$ cat config.mk
export PLATFORM = sky130hd
export DESIGN_NAME = bounded_stack_with_search
export DESIGN_NICKNAME = d
export VERILOG_FILES = /design/src/bss_pkg.sv /design/src/bounded_stack_with_search.sv /design/src/bss_cell.sv /design/src/bss_tree.sv
export VERILOG_INCLUDE_DIRS = /design/src /design/src/src
export SDC_FILE = /design/constraint.sdc
export NUM_CORES = 2
export LEC_CHECK = 0
export ABC_AREA = 1
export BUFFER_PORTS_ARGS = -buffer_cell sky130_fd_sc_hd__buf_2
export CORE_MARGIN = 8
export CORE_UTILIZATION = 55
export CTS_BUF_LIST = sky130_fd_sc_hd__clkbuf_2
export CTS_CLUSTER_DIAMETER = 200
export DETAILED_ROUTE_END_ITERATION = 7
export PLACE_DENSITY = 0.69
export RECOVER_POWER = 50
export SYNTH_ARGS = -nofsm -noshare
export SYNTH_HDL_FRONTEND = slang
export SYNTH_SLANG_ARGS = --single-unit
$ cat constraint.sdc
create_clock -name clk -period 29.1 [get_ports clk]
set_input_delay 2.91 -clock clk [delete_from_list [all_inputs] [get_ports clk]]
set_output_delay 2.91 -clock clk [all_outputs]
set_load 0.02 [all_outputs]
$ cat src/bounded_stack_with_search_macros.svh
// ---------------------------------------------------------------------------
// Assertion macros
// Clocked implication checks shared by the stack RTL.
// ---------------------------------------------------------------------------
`ifndef BOUNDED_STACK_WITH_SEARCH_MACROS_SVH
`define BOUNDED_STACK_WITH_SEARCH_MACROS_SVH

// same-cycle implication
`define BSS_ASSERT_NOW(label, clk, rst, ante, cons, msg) \
  label: assert property (@(posedge clk) disable iff (rst) (ante) |-> (cons)) \
    else $error(msg);

// next-cycle implication
`define BSS_ASSERT_NEXT(label, clk, rst, ante, cons, msg) \
  label: assert property (@(posedge clk) disable iff (rst) (ante) |=> (cons)) \
    else $error(msg);

`endif

$ cat src/bss_pkg.sv
// ---------------------------------------------------------------------------
// Stack package
// Operation and status codes, cell control bundle and fixed field widths.
// ---------------------------------------------------------------------------
`default_nettype none

package bss_pkg;

  localparam int FUNC_W   = 3;
  localparam int POS_W    = 4;
  localparam int STATUS_W = 2;

  typedef enum logic [FUNC_W-1:0] {
    OP_PUSH  = 3'd0,
    OP_POP   = 3'd1,
    OP_FIND  = 3'd2,
    OP_READ  = 3'd3,
    OP_CLEAR = 3'd4
  } op_t;

  typedef enum logic [STATUS_W-1:0] {
    ST_OK    = 2'd0,
    ST_UNDER = 2'd1,
    ST_OVER  = 2'd2,
    ST_RANGE = 2'd3
  } status_t;

  typedef struct packed {
    logic load;
    logic push;
    logic pop;
    logic find;
    logic rd;
  } cell_ctrl_t;

endpackage

`default_nettype wire

$ cat src/bounded_stack_with_search.sv
// ---------------------------------------------------------------------------
// Bounded stack with search
// Shift-register LIFO of cells with push, pop, find, read at depth and clear.
// ---------------------------------------------------------------------------
//  channel   direction  fields
//  s_axis    in         tuser: func; tdata: value, position
//  m_axis    out        tuser: status; tdata: top, occupancy, flags, matches
//
//  An operation runs from accept to the next accept through the cell load,
//  each level of the registered match tree and the capture of the result
//  register; no new transaction is accepted before the result is captured.
//  Reset clears the occupancy and the control state; no clearing pass.
//  A stalled result holds its register; the next transaction enters in the
//  cycle the result is taken.
// ---------------------------------------------------------------------------
`default_nettype none
`include "bounded_stack_with_search_macros.svh"

module bounded_stack_with_search #(
  parameter int STACK_DEPTH = 16,
  parameter int DATA_WIDTH  = 32
) (
  input  wire                          clk,
  input  wire                          rst,
  input  wire                          s_tvalid,
  output logic                         s_tready,
  // func
  input  wire [bss_pkg::FUNC_W-1:0]    s_tuser,
  // value, position, zero padding
  input  wire [((DATA_WIDTH+bss_pkg::POS_W+7)/8)*8-1:0] s_tdata,
  output logic                         m_tvalid,
  input  wire                          m_tready,
  // status
  output logic [bss_pkg::STATUS_W-1:0] m_tuser,
  // top_value, occupancy, is_empty, found, found_position, read_value, padding
  output logic [((2*DATA_WIDTH+2*$clog2(STACK_DEPTH+1)+2+7)/8)*8-1:0] m_tdata
);
  import bss_pkg::*;

  localparam int CNTW  = $clog2(STACK_DEPTH+1);
  localparam int IDXW  = $clog2(STACK_DEPTH);
  localparam int CMPW  = (CNTW > POS_W) ? CNTW : POS_W;
  localparam int OUT_W = ((2*DATA_WIDTH+2*CNTW+2+7)/8)*8;
  localparam int WAITW = $clog2(IDXW+1);

  typedef enum logic {S_IDLE, S_BUSY} state_t;

  state_t           state;
  logic [WAITW-1:0] wait_cnt;
  logic [CNTW-1:0]  count;
  logic [CNTW-1:0]  count_next;
  status_t          status;
  status_t          status_next;

  logic                  accept;
  op_t                   op;
  logic [DATA_WIDTH-1:0] key;
  logic [POS_W-1:0]      position;
  cell_ctrl_t            ctrl;

  logic [STACK_DEPTH-1:0][DATA_WIDTH-1:0] cell_data;
  logic [STACK_DEPTH-1:0][DATA_WIDTH-1:0] cell_rdata;
  logic [STACK_DEPTH-1:0]                 cell_hit;

  logic                  root_hit;
  logic [IDXW-1:0]       root_idx;
  logic [DATA_WIDTH-1:0] root_data;
  logic [DATA_WIDTH-1:0] top_word;
  logic [CNTW-1:0]       found_pos;
  logic                  full;

  assign s_tready = (state == S_IDLE) && (!m_tvalid || m_tready);
  assign accept   = s_tvalid && s_tready;
  assign op       = op_t'(s_tuser);
  assign key      = s_tdata[DATA_WIDTH-1:0];
  assign position = s_tdata[DATA_WIDTH +: POS_W];
  assign full     = count == CNTW'(STACK_DEPTH);

  always_comb begin
    ctrl        = '0;
    ctrl.load   = accept;
    count_next  = count;
    status_next = ST_OK;
    case (op)
      OP_PUSH: begin
        if (full) begin
          status_next = ST_OVER;
        end else begin
          ctrl.push  = 1'b1;
          count_next = count + CNTW'(1);
        end
      end
      OP_POP: begin
        if (count == '0) begin
          status_next = ST_UNDER;
        end else begin
          ctrl.pop   = 1'b1;
          count_next = count - CNTW'(1);
        end
      end
      OP_FIND: begin
        ctrl.find = 1'b1;
      end
      OP_READ: begin
        ctrl.rd = 1'b1;
        if (!(CMPW'(position) < CMPW'(count))) begin
          status_next = ST_RANGE;
        end
      end
      OP_CLEAR: begin
        count_next = '0;
      end
      default: begin
      end
    endcase
  end

  for (genvar i = 0; i < STACK_DEPTH; i++) begin : g_cell
    logic [DATA_WIDTH-1:0] up_data;
    logic [DATA_WIDTH-1:0] down_data;
    if (i == 0) begin : g_top
      assign up_data = key;
    end else begin : g_mid
      assign up_data = cell_data[i-1];
    end
    if (i == STACK_DEPTH-1) begin : g_bottom
      assign down_data = cell_data[i];
    end else begin : g_upper
      assign down_data = cell_data[i+1];
    end
    bss_cell #(
      .DATA_WIDTH (DATA_WIDTH),
      .STACK_DEPTH(STACK_DEPTH),
      .INDEX      (i)
    ) u_cell (
      .clk      (clk),
      .ctrl     (ctrl),
      .key      (key),
      .position (position),
      .count    (count),
      .up_data  (up_data),
      .down_data(down_data),
      .data     (cell_data[i]),
      .hit      (cell_hit[i]),
      .rdata    (cell_rdata[i])
    );
  end

  bss_tree #(
    .DATA_WIDTH (DATA_WIDTH),
    .STACK_DEPTH(STACK_DEPTH)
  ) u_tree (
    .clk      (clk),
    .leaf_hit (cell_hit),
    .leaf_data(cell_rdata),
    .root_hit (root_hit),
    .root_idx (root_idx),
    .root_data(root_data)
  );

  assign top_word  = (count == '0) ? '0 : cell_data[0];
  assign found_pos = root_hit ? (CNTW'(root_idx) + CNTW'(1)) : '0;

  always_ff @(posedge clk) begin
    if (rst) begin
      state    <= S_IDLE;
      wait_cnt <= '0;
      count    <= '0;
      status   <= ST_OK;
      m_tvalid <= 1'b0;
    end else begin
      if (m_tvalid && m_tready) begin
        m_tvalid <= 1'b0;
      end
      unique case (state)
        S_IDLE: begin
          if (accept) begin
            count    <= count_next;
            status   <= status_next;
            wait_cnt <= '0;
            state    <= S_BUSY;
          end
        end
        S_BUSY: begin
          if (wait_cnt == WAITW'(IDXW)) begin
            m_tvalid <= 1'b1;
            m_tuser  <= status;
            m_tdata  <= OUT_W'({root_data, found_pos, root_hit, count == '0, count,
                                top_word});
            state    <= S_IDLE;
          end else begin
            wait_cnt <= wait_cnt + WAITW'(1);
          end
        end
        default: begin
          state <= S_IDLE;
        end
      endcase
    end
  end

  `BSS_ASSERT_NEXT(a_accept_busy, clk, rst, accept, (state == S_BUSY) && !m_tvalid, "accept did not start the tree wait")
  `BSS_ASSERT_NOW(a_count_bound, clk, rst, 1'b1, count <= CNTW'(STACK_DEPTH), "occupancy beyond depth")
  `BSS_ASSERT_NOW(a_out_count, clk, rst, m_tvalid, m_tdata[DATA_WIDTH +: CNTW] == count, "result occupancy differs from stack")

endmodule

`default_nettype wire

$ cat src/bss_cell.sv
// ---------------------------------------------------------------------------
// Stack cell
// One stack entry at a fixed depth; shifts with its neighbours and produces
// its match flag and read word for the reduction tree.
// ---------------------------------------------------------------------------
`default_nettype none

module bss_cell #(
  parameter int DATA_WIDTH  = 32,
  parameter int STACK_DEPTH = 16,
  parameter int INDEX       = 0
) (
  input  wire                                   clk,
  input  bss_pkg::cell_ctrl_t                   ctrl,
  input  wire [DATA_WIDTH-1:0]                  key,
  input  wire [bss_pkg::POS_W-1:0]              position,
  input  wire [$clog2(STACK_DEPTH+1)-1:0]       count,
  input  wire [DATA_WIDTH-1:0]                  up_data,
  input  wire [DATA_WIDTH-1:0]                  down_data,
  output logic [DATA_WIDTH-1:0]                 data,
  output logic                                  hit,
  output logic [DATA_WIDTH-1:0]                 rdata
);
  import bss_pkg::*;

  localparam int CNTW = $clog2(STACK_DEPTH+1);
  localparam int CMPW = (CNTW > POS_W) ? CNTW : POS_W;

  logic occupied;
  logic selected;

  assign occupied = CNTW'(INDEX) < count;
  assign selected = CMPW'(position) == CMPW'(INDEX);

  always_ff @(posedge clk) begin
    if (ctrl.load) begin
      if (ctrl.push) begin
        data <= up_data;
      end else if (ctrl.pop) begin
        data <= down_data;
      end
      hit   <= ctrl.find && occupied && (data == key);
      rdata <= (ctrl.rd && occupied && selected) ? data : '0;
    end
  end

endmodule

`default_nettype wire

$ cat src/bss_tree.sv
// ---------------------------------------------------------------------------
// Match reduction tree
// Registered binary tree picking the deepest matching cell and merging the
// selected read word, one level per cycle.
// ---------------------------------------------------------------------------
`default_nettype none

module bss_tree #(
  parameter int DATA_WIDTH  = 32,
  parameter int STACK_DEPTH = 16
) (
  input  wire                                   clk,
  input  wire [STACK_DEPTH-1:0]                 leaf_hit,
  input  wire [STACK_DEPTH-1:0][DATA_WIDTH-1:0] leaf_data,
  output logic                                  root_hit,
  output logic [$clog2(STACK_DEPTH)-1:0]        root_idx,
  output logic [DATA_WIDTH-1:0]                 root_data
);
  import bss_pkg::*;

  localparam int IDXW   = $clog2(STACK_DEPTH);
  localparam int LEAVES = 1 << IDXW;

  logic                  l_hit  [LEAVES];
  logic [IDXW-1:0]       l_idx  [LEAVES];
  logic [DATA_WIDTH-1:0] l_data [LEAVES];

  logic                  n_hit  [1:LEAVES-1];
  logic [IDXW-1:0]       n_idx  [1:LEAVES-1];
  logic [DATA_WIDTH-1:0] n_data [1:LEAVES-1];

  always_comb begin
    for (int i = 0; i < LEAVES; i++) begin
      l_idx[i] = IDXW'(i);
      if (i < STACK_DEPTH) begin
        l_hit[i]  = leaf_hit[i];
        l_data[i] = leaf_data[i];
      end else begin
        l_hit[i]  = 1'b0;
        l_data[i] = '0;
      end
    end
  end

  // prefer the deeper (right) child on a match
  always_ff @(posedge clk) begin
    for (int n = 1; n < LEAVES; n++) begin
      if (2 * n >= LEAVES) begin
        n_hit[n]  <= l_hit[2*n-LEAVES] || l_hit[2*n+1-LEAVES];
        n_idx[n]  <= l_hit[2*n+1-LEAVES] ? l_idx[2*n+1-LEAVES] : l_idx[2*n-LEAVES];
        n_data[n] <= l_data[2*n-LEAVES] | l_data[2*n+1-LEAVES];
      end else begin
        n_hit[n]  <= n_hit[2*n] || n_hit[2*n+1];
        n_idx[n]  <= n_hit[2*n+1] ? n_idx[2*n+1] : n_idx[2*n];
        n_data[n] <= n_data[2*n] | n_data[2*n+1];
      end
    end
  end

  assign root_hit  = n_hit[1];
  assign root_idx  = n_idx[1];
  assign root_data = n_data[1];

endmodule

`default_nettype wire

# After elaboration in Yosys (flattened, before gate mapping)
# Memory sizes are Yosys's and may differ from the RTL's. A register that Yosys moved wholly into a read port is not among the register bits.
# Index checks and enable logic that the tools add are counted.
# totals
regBits	1130
latch_bits	0
ram_bits	555
mem_bits_ro	0
input_bits	47
out_inout_bits	84
elab_cells	301
mem_count	3
# memory_table
name	depth	width	read_ports	rd_ports_with_merged_regs	write_ports	line	source
u_tree.n_data	15	32	15	1	15	bss_tree.sv:30	logic [DATA_WIDTH-1:0] n_data [1:LEAVES-1];
u_tree.n_idx	15	4	15	0	15	bss_tree.sv:29	logic [IDXW-1:0] n_idx [1:LEAVES-1];
u_tree.n_hit	15	1	15	0	15	bss_tree.sv:28	logic n_hit [1:LEAVES-1];
# op_classes
n_addsub	4
mul	0
n_div	0
n_lt_le_gt_ge	17
eq_ne	41
shift	0
muxes	67
n_bitwise	17
reduce_logical	95
# op_table
cell	count
32-bit two-way mux	30
32-bit == test	16
32-bit bitwise OR	15
1-bit logical AND	67
4-bit by 5-bit less-than comparator with 1-bit output, first input constant	8
4-bit == test, second input constant	8
4-bit two-way mux	7
3-bit by 5-bit less-than comparator with 1-bit output, first input constant	4
1-bit two-way mux	20
4-bit by 3-bit == test with 1-bit output, second input constant	4
1-bit logical OR	16
5-bit one-hot mux with 3 select lines	1
1-bit by 5-bit less-than comparator with 1-bit output, first input constant	2
2-bit by 5-bit less-than comparator with 1-bit output, first input constant	2
5-bit two-way mux	2
4-bit by 2-bit == test with 1-bit output, second input constant	2
2-bit inequality test, second input constant	4
2-bit AND reduction	4
3-bit by 2-bit == test with 1-bit output, second input constant	2
3-bit == test, second input constant	2
3-bit two-way mux	2
2-bit one-hot mux with 3 select lines	1
3-bit one-hot mux with 2 select lines	1
4-bit by 1-bit adder with 5-bit output, second input constant	1
other kinds (18)	20

# Logic depth before layout (Yosys ltp)
# depth
word_depth	6
ltp_mapped	11

# Hierarchy
# Synthesis repeated with hierarchy kept, for this count alone.
# unflattened
hier_cells	7198
hier_area_um2	69375.3
# modules_own_cells
module	n_inst	cells_per_inst	area_per_inst_um2
bss_tree	1	1092	13947.1
bss_cell at g_cell[13].u_cell ...	2	362	3255.6
bounded_stack_with_search	1	307	3643.5
bss_cell at g_cell[8].u_cell	1	371	3300.7
bss_cell at g_cell[12].u_cell	1	364	3278.1
bss_cell at g_cell[2].u_cell	1	364	3270.6
bss_cell at g_cell[4].u_cell	1	359	3266.9
bss_cell at g_cell[0].u_cell	1	358	3254.4
bss_cell at g_cell[11].u_cell	1	358	3249.4
bss_cell at g_cell[3].u_cell	1	360	3246.9
bss_cell at g_cell[5].u_cell	1	364	3234.4
bss_cell at g_cell[9].u_cell	1	369	3225.6
bss_cell at g_cell[6].u_cell	1	362	3201.8
bss_cell at g_cell[10].u_cell	1	365	3198.1
+3 rows	n/a	n/a	n/a

# Least setup slack after synthesis
# Ideal clock, no wire load.
# synth_timing
path_type	input port to flip-flop
from	in m_tready
to	reg g_cell[0].u_cell.data[0], enable pin
setup_ps	1337
arrival_ps	23431
required_ps	27763
slack_ps	4333
cell_stages	6
path_buffers	0
cell_sequence	inv_1 > nand2_1 > nand3_1 > nor2_1 > nand3_2 > nor2_1
# synth_between
elab_chain_cells	4
# synth_rtl
element	line	source
start, declared	bounded_stack_with_search.sv:32	input wire m_tready,
1-bit logical OR	bounded_stack_with_search.sv:72	assign s_tready = (state == S_IDLE) && (!m_tvalid || m_tready);
1-bit logical AND	bounded_stack_with_search.sv:72	
1-bit logical AND	bounded_stack_with_search.sv:73	assign accept = s_tvalid && s_tready;
2-bit AND reduction (no source line)	n/a	
end signal, assigned	bss_cell.sv:38	data <= up_data;
end signal, assigned	bss_cell.sv:40	data <= down_data;
end, declared	bss_cell.sv:20	output logic [DATA_WIDTH-1:0] data,
# No other way between the ends.
# A chain may end at the register's enable or synchronous reset.

# Final worst setup path
# layout_timing
from	in m_tready
to	reg g_cell[12].u_cell.rdata[23], enable pin
# layout_between
elab_chain_cells	3
# layout_rtl
element	line	source
1-bit logical OR	bounded_stack_with_search.sv:72	
1-bit logical AND	bounded_stack_with_search.sv:72	
1-bit logical AND	bounded_stack_with_search.sv:73	
net accept	bounded_stack_with_search.sv:55	logic accept;
end signal, assigned	bss_cell.sv:43	rdata <= (ctrl.rd && occupied && selected) ? data : '0;
end, declared	bss_cell.sv:22	output logic [DATA_WIDTH-1:0] rdata
# The timed path passes the listed nets, and every way through them passes these cells.

==> results.md <==
- Status: finished with violations
- Failing checks: capacitance limit, slew limit
- Grt ovf: 0
- R2R depth: 6
- Die Y-Extent: 360.5 µm
- # fillers: between 10,000 and 15,000
- Critical Path Fanout Max: between 100 and 150
- WL met2: ~87,000 µm
- Met1 wire length: ~76,000 µm
- Cell count after placement: 7,909
- H-tree levels: 5
- Syn avg cell area: 10.12 µm²
- Starting DRT DRC Count: 6,405
- Crit path top cell by count: buf_4
- Slew headroom: -305.6%
- Fraction of registers with async set/reset: 0%
- Hold_sp: g_cell[14].u_cell.rdata[29]
- Met3 routed WL: between 15,000 and 20,000 µm
- Vias per inst: approximately 5.4
- Final ANT Viol Nets: 0
- Min Tclk post-route: about 10 ns
- Most frequent cell after synthesis: nand2_1
- Number of synthesized flops with an enable pin: 1,118
- Postcts setup bufs: 0
- Sequential share of the synthesized area: 67.78%
- Cell taking the most area after synthesis: edfxtp_1
- Final HPWL DP: about 140,000 µm
- Ys Warns: 0
- Worst path arrival time: 11.24 ns
- Hold_buf cts: 0
- Critical Path Start Type: input port
- CTS tree: yes
- Final slew viol count: 941
- HP Class: reg2reg
- Peak VDD IR: 42.64 µV
- Total number of vias: 46,648
- I/O pins: 131
- CTS root buf: clkbuf_2
- Core area: 0.1179 mm²
- Vias in the first global route: 43,504
- Row cnt: 126
- Period utilization: 34.26%
- TritonCTS buffer count: 413
- Largest net degree at the start of global routing: roughly 130
- Crit path kind: in2reg
- Capture point of the worst reg-to-reg path: g_cell[12].u_cell.rdata[23]
- Reg-to-reg setup timing slack: between 20 and 25 ns
- Setup violations, final: 0
- DR top layer: met4
- TritonCTS Sinks: 1,651
- Final worst slack: 19.13 ns
- Area contributors post-synth: edfxtp_1 51%, dfxtp_1 16%, nand2_1 11%, nor2_1 4.8%, or2_2 4.7%
- Worst path cell trace: buf_2, inv_1, nand2_1, nand3_1, clkinvlp_2, buf_4, buf_4, buf_4
- Worst-Skew Late Latency: roughly 1.8 ns
- Reg-to-reg startpoint: state
- Post-Place Worst Slack: 21.30 ns
- Synth top cells by count: 1,838 x nand2_1, 1,118 x edfxtp_1, 829 x nor2_1
- Proportion of layout cells with a drive suffix above 1: a little under a fifth
- Hold Path Cell Cnt: 1
- Min-Delay Endpoint: u_tree.n_data[3][125]
- Top cell type's share of synthesized area: 51.43%
- Clock slew at the register clock pins of the worst setup and hold paths: 0.12 ns
- CP max stage delay: 4.50 ns
- #FFs+latches synth: roughly 1,700
- Final nets: about 6,800
- Worst-Margin Slew: 6.083 ns
- Cell count after synthesis: 6,452
- Die Span X: approximately 360 µm
- Count of input and output buffers: 122
- Required @ worst endpoint: 30.37 ns
- Layout Cells excl Fill: between 8,000 and 9,000
- Max_cap viols: 22
- DR WL/cell: around 23 µm
- Post-route cell area: 0.07066 mm²
- Hold_ws: 0.3279 ns
- Max Clock Freq: about 0.10 GHz
- Total wire length: 195,700 µm
- Main synth FF type: edfxtp_1
- Slowest cell on crit path: clkinvlp_2
- Initial Util: a little under three fifths
- Fin. Hold Viols: 0
- # DRC: 0
- Die area: 0.1300 mm²
- Mapped cell area: roughly 0.065 mm²
- Fin Setup TNS: 0 ns
- Pwr dens: 64.13 mW/mm²
- CP endpoint kind: flop
- Area grow syn2layout: 8.250%
- Clock Path Buffers: 4
- GRT Util Overall: 29.28%
- Area occupied by multi-input gates: 0.01744 mm²
- Final design utilization: 59.92%
- Detailed Routing Iterations Pass 1: 6
- Unrepaired setup endpoints after global routing: false
- Routability-driven placement congestion ratio: approximately 0.98
- Clk_skew: 0.1582 ns
- Global-route wire length before repair: 279,400 µm
- Antenna violations before repair: 16
- Cell Area, Placed: 0.06695 mm²
- Seq. cell area: 0.04424 mm²
- Unique masters post-synth: 35
- LEAKAGE: roughly 31 nW
- Post-cts repair resize count: 0
- Design Power: 4.532 mW
[critical path: cells and delay by family]
family / cells / cell delay, ns
AND/OR/NAND/NOR: 2 / 0.41
buffers and inverters: 6 / 7.62
[flip-flops by register name, indices dropped and copies added (netlist names)]
signal	flops
u_tree.n_data	480
m_tvalid	1
count	5
g_cell.u_cell.data	512
m_tuser	2
u_tree.n_hit	15
m_tdata	76
wait_cnt	3
status	2
u_tree.n_idx	26
state	1
g_cell.u_cell.rdata	512
g_cell.u_cell.hit	16
[metal layers]
layer | vias up | GRT usage, %
li1 | 21610 | -
met1 | 21775 | 38.93
met2 | 2754 | 44.29
met3 | 509 | 5.231
met4 | 0 | 19.22
met5 | - | 0
[cell usage in the layout, fill, tap and decap left out, types with 3 or more instances in the layout]
master,instances
mux2_2,6
buf_4,33
nor3_1,3
nor2_1,827
clkbuf_2,684
nand3b_1,3
ha_1,10
edfxtp_1,1118
or2_0,7
a21oi_1,13
or2_2,488
o21ai_0,448
bufinv_16,4
nand4_1,82
inv_1,595
buf_2,119
nand3_2,3
o21ai_1,77
dfxtp_1,533
xor2_1,28
nand2_1,1838
conb_1,4
o211ai_1,3
xnor2_1,20
diode_2,14
clkbuf_1,22
clkinv_1,70
inv_2,5
nand3_1,68
[power breakdown]
part           internal (mW)  switching [mW]  total [mW]
clock                  0.643           0.924        1.57
sequential              2.61          0.0431        2.66
combinational         0.0781           0.229       0.307
total                   3.34            1.20        4.53
[area by class of cell]
type | instances | share of cell area (%)
diodes | 14 | 0.04958
flip-flops and latches | 1651 | 62.61
repair buffers | 175 | 1.339
clock inverters | 67 | 0.5082
well taps | 1536 | 2.720
clock buffers | 684 | 4.845
multi-input cells | 3937 | 24.68
inverters | 610 | 3.242
[how the worst max path moves through the flow]
stage	cells past startpoint	from	to
floorplan	6	m_tready	g_cell[0].u_cell.data[0]
global placement	11	m_tready	g_cell[4].u_cell.data[12]
detailed placement	11	m_tready	g_cell[4].u_cell.data[12]
CTS	4	m_tready	s_tready
global route	8	m_tready	g_cell[12].u_cell.rdata[27]
finish	8	m_tready	g_cell[12].u_cell.rdata[23]
[cells by family (layout without fill, tap and decap cells)]
| logic type | after synthesis | count (layout) | synth area share, % |
|---|---|---|---|
| other | 1 | 18 | 0.005745 |
| buffers and inverters | 867 | 1536 | 5.532 |
| adders and majority gates | 10 | 10 | 0.1917 |
| and+or+nand+nor | 3324 | 3324 | 21.51 |
| xor gates and xnor gates | 48 | 48 | 0.6441 |
| DFF | 1651 | 1651 | 67.78 |
| AOI/OAI and AO/OA | 543 | 543 | 4.200 |
| muxes | 8 | 8 | 0.1361 |
(Power assumes the default switching activity.)
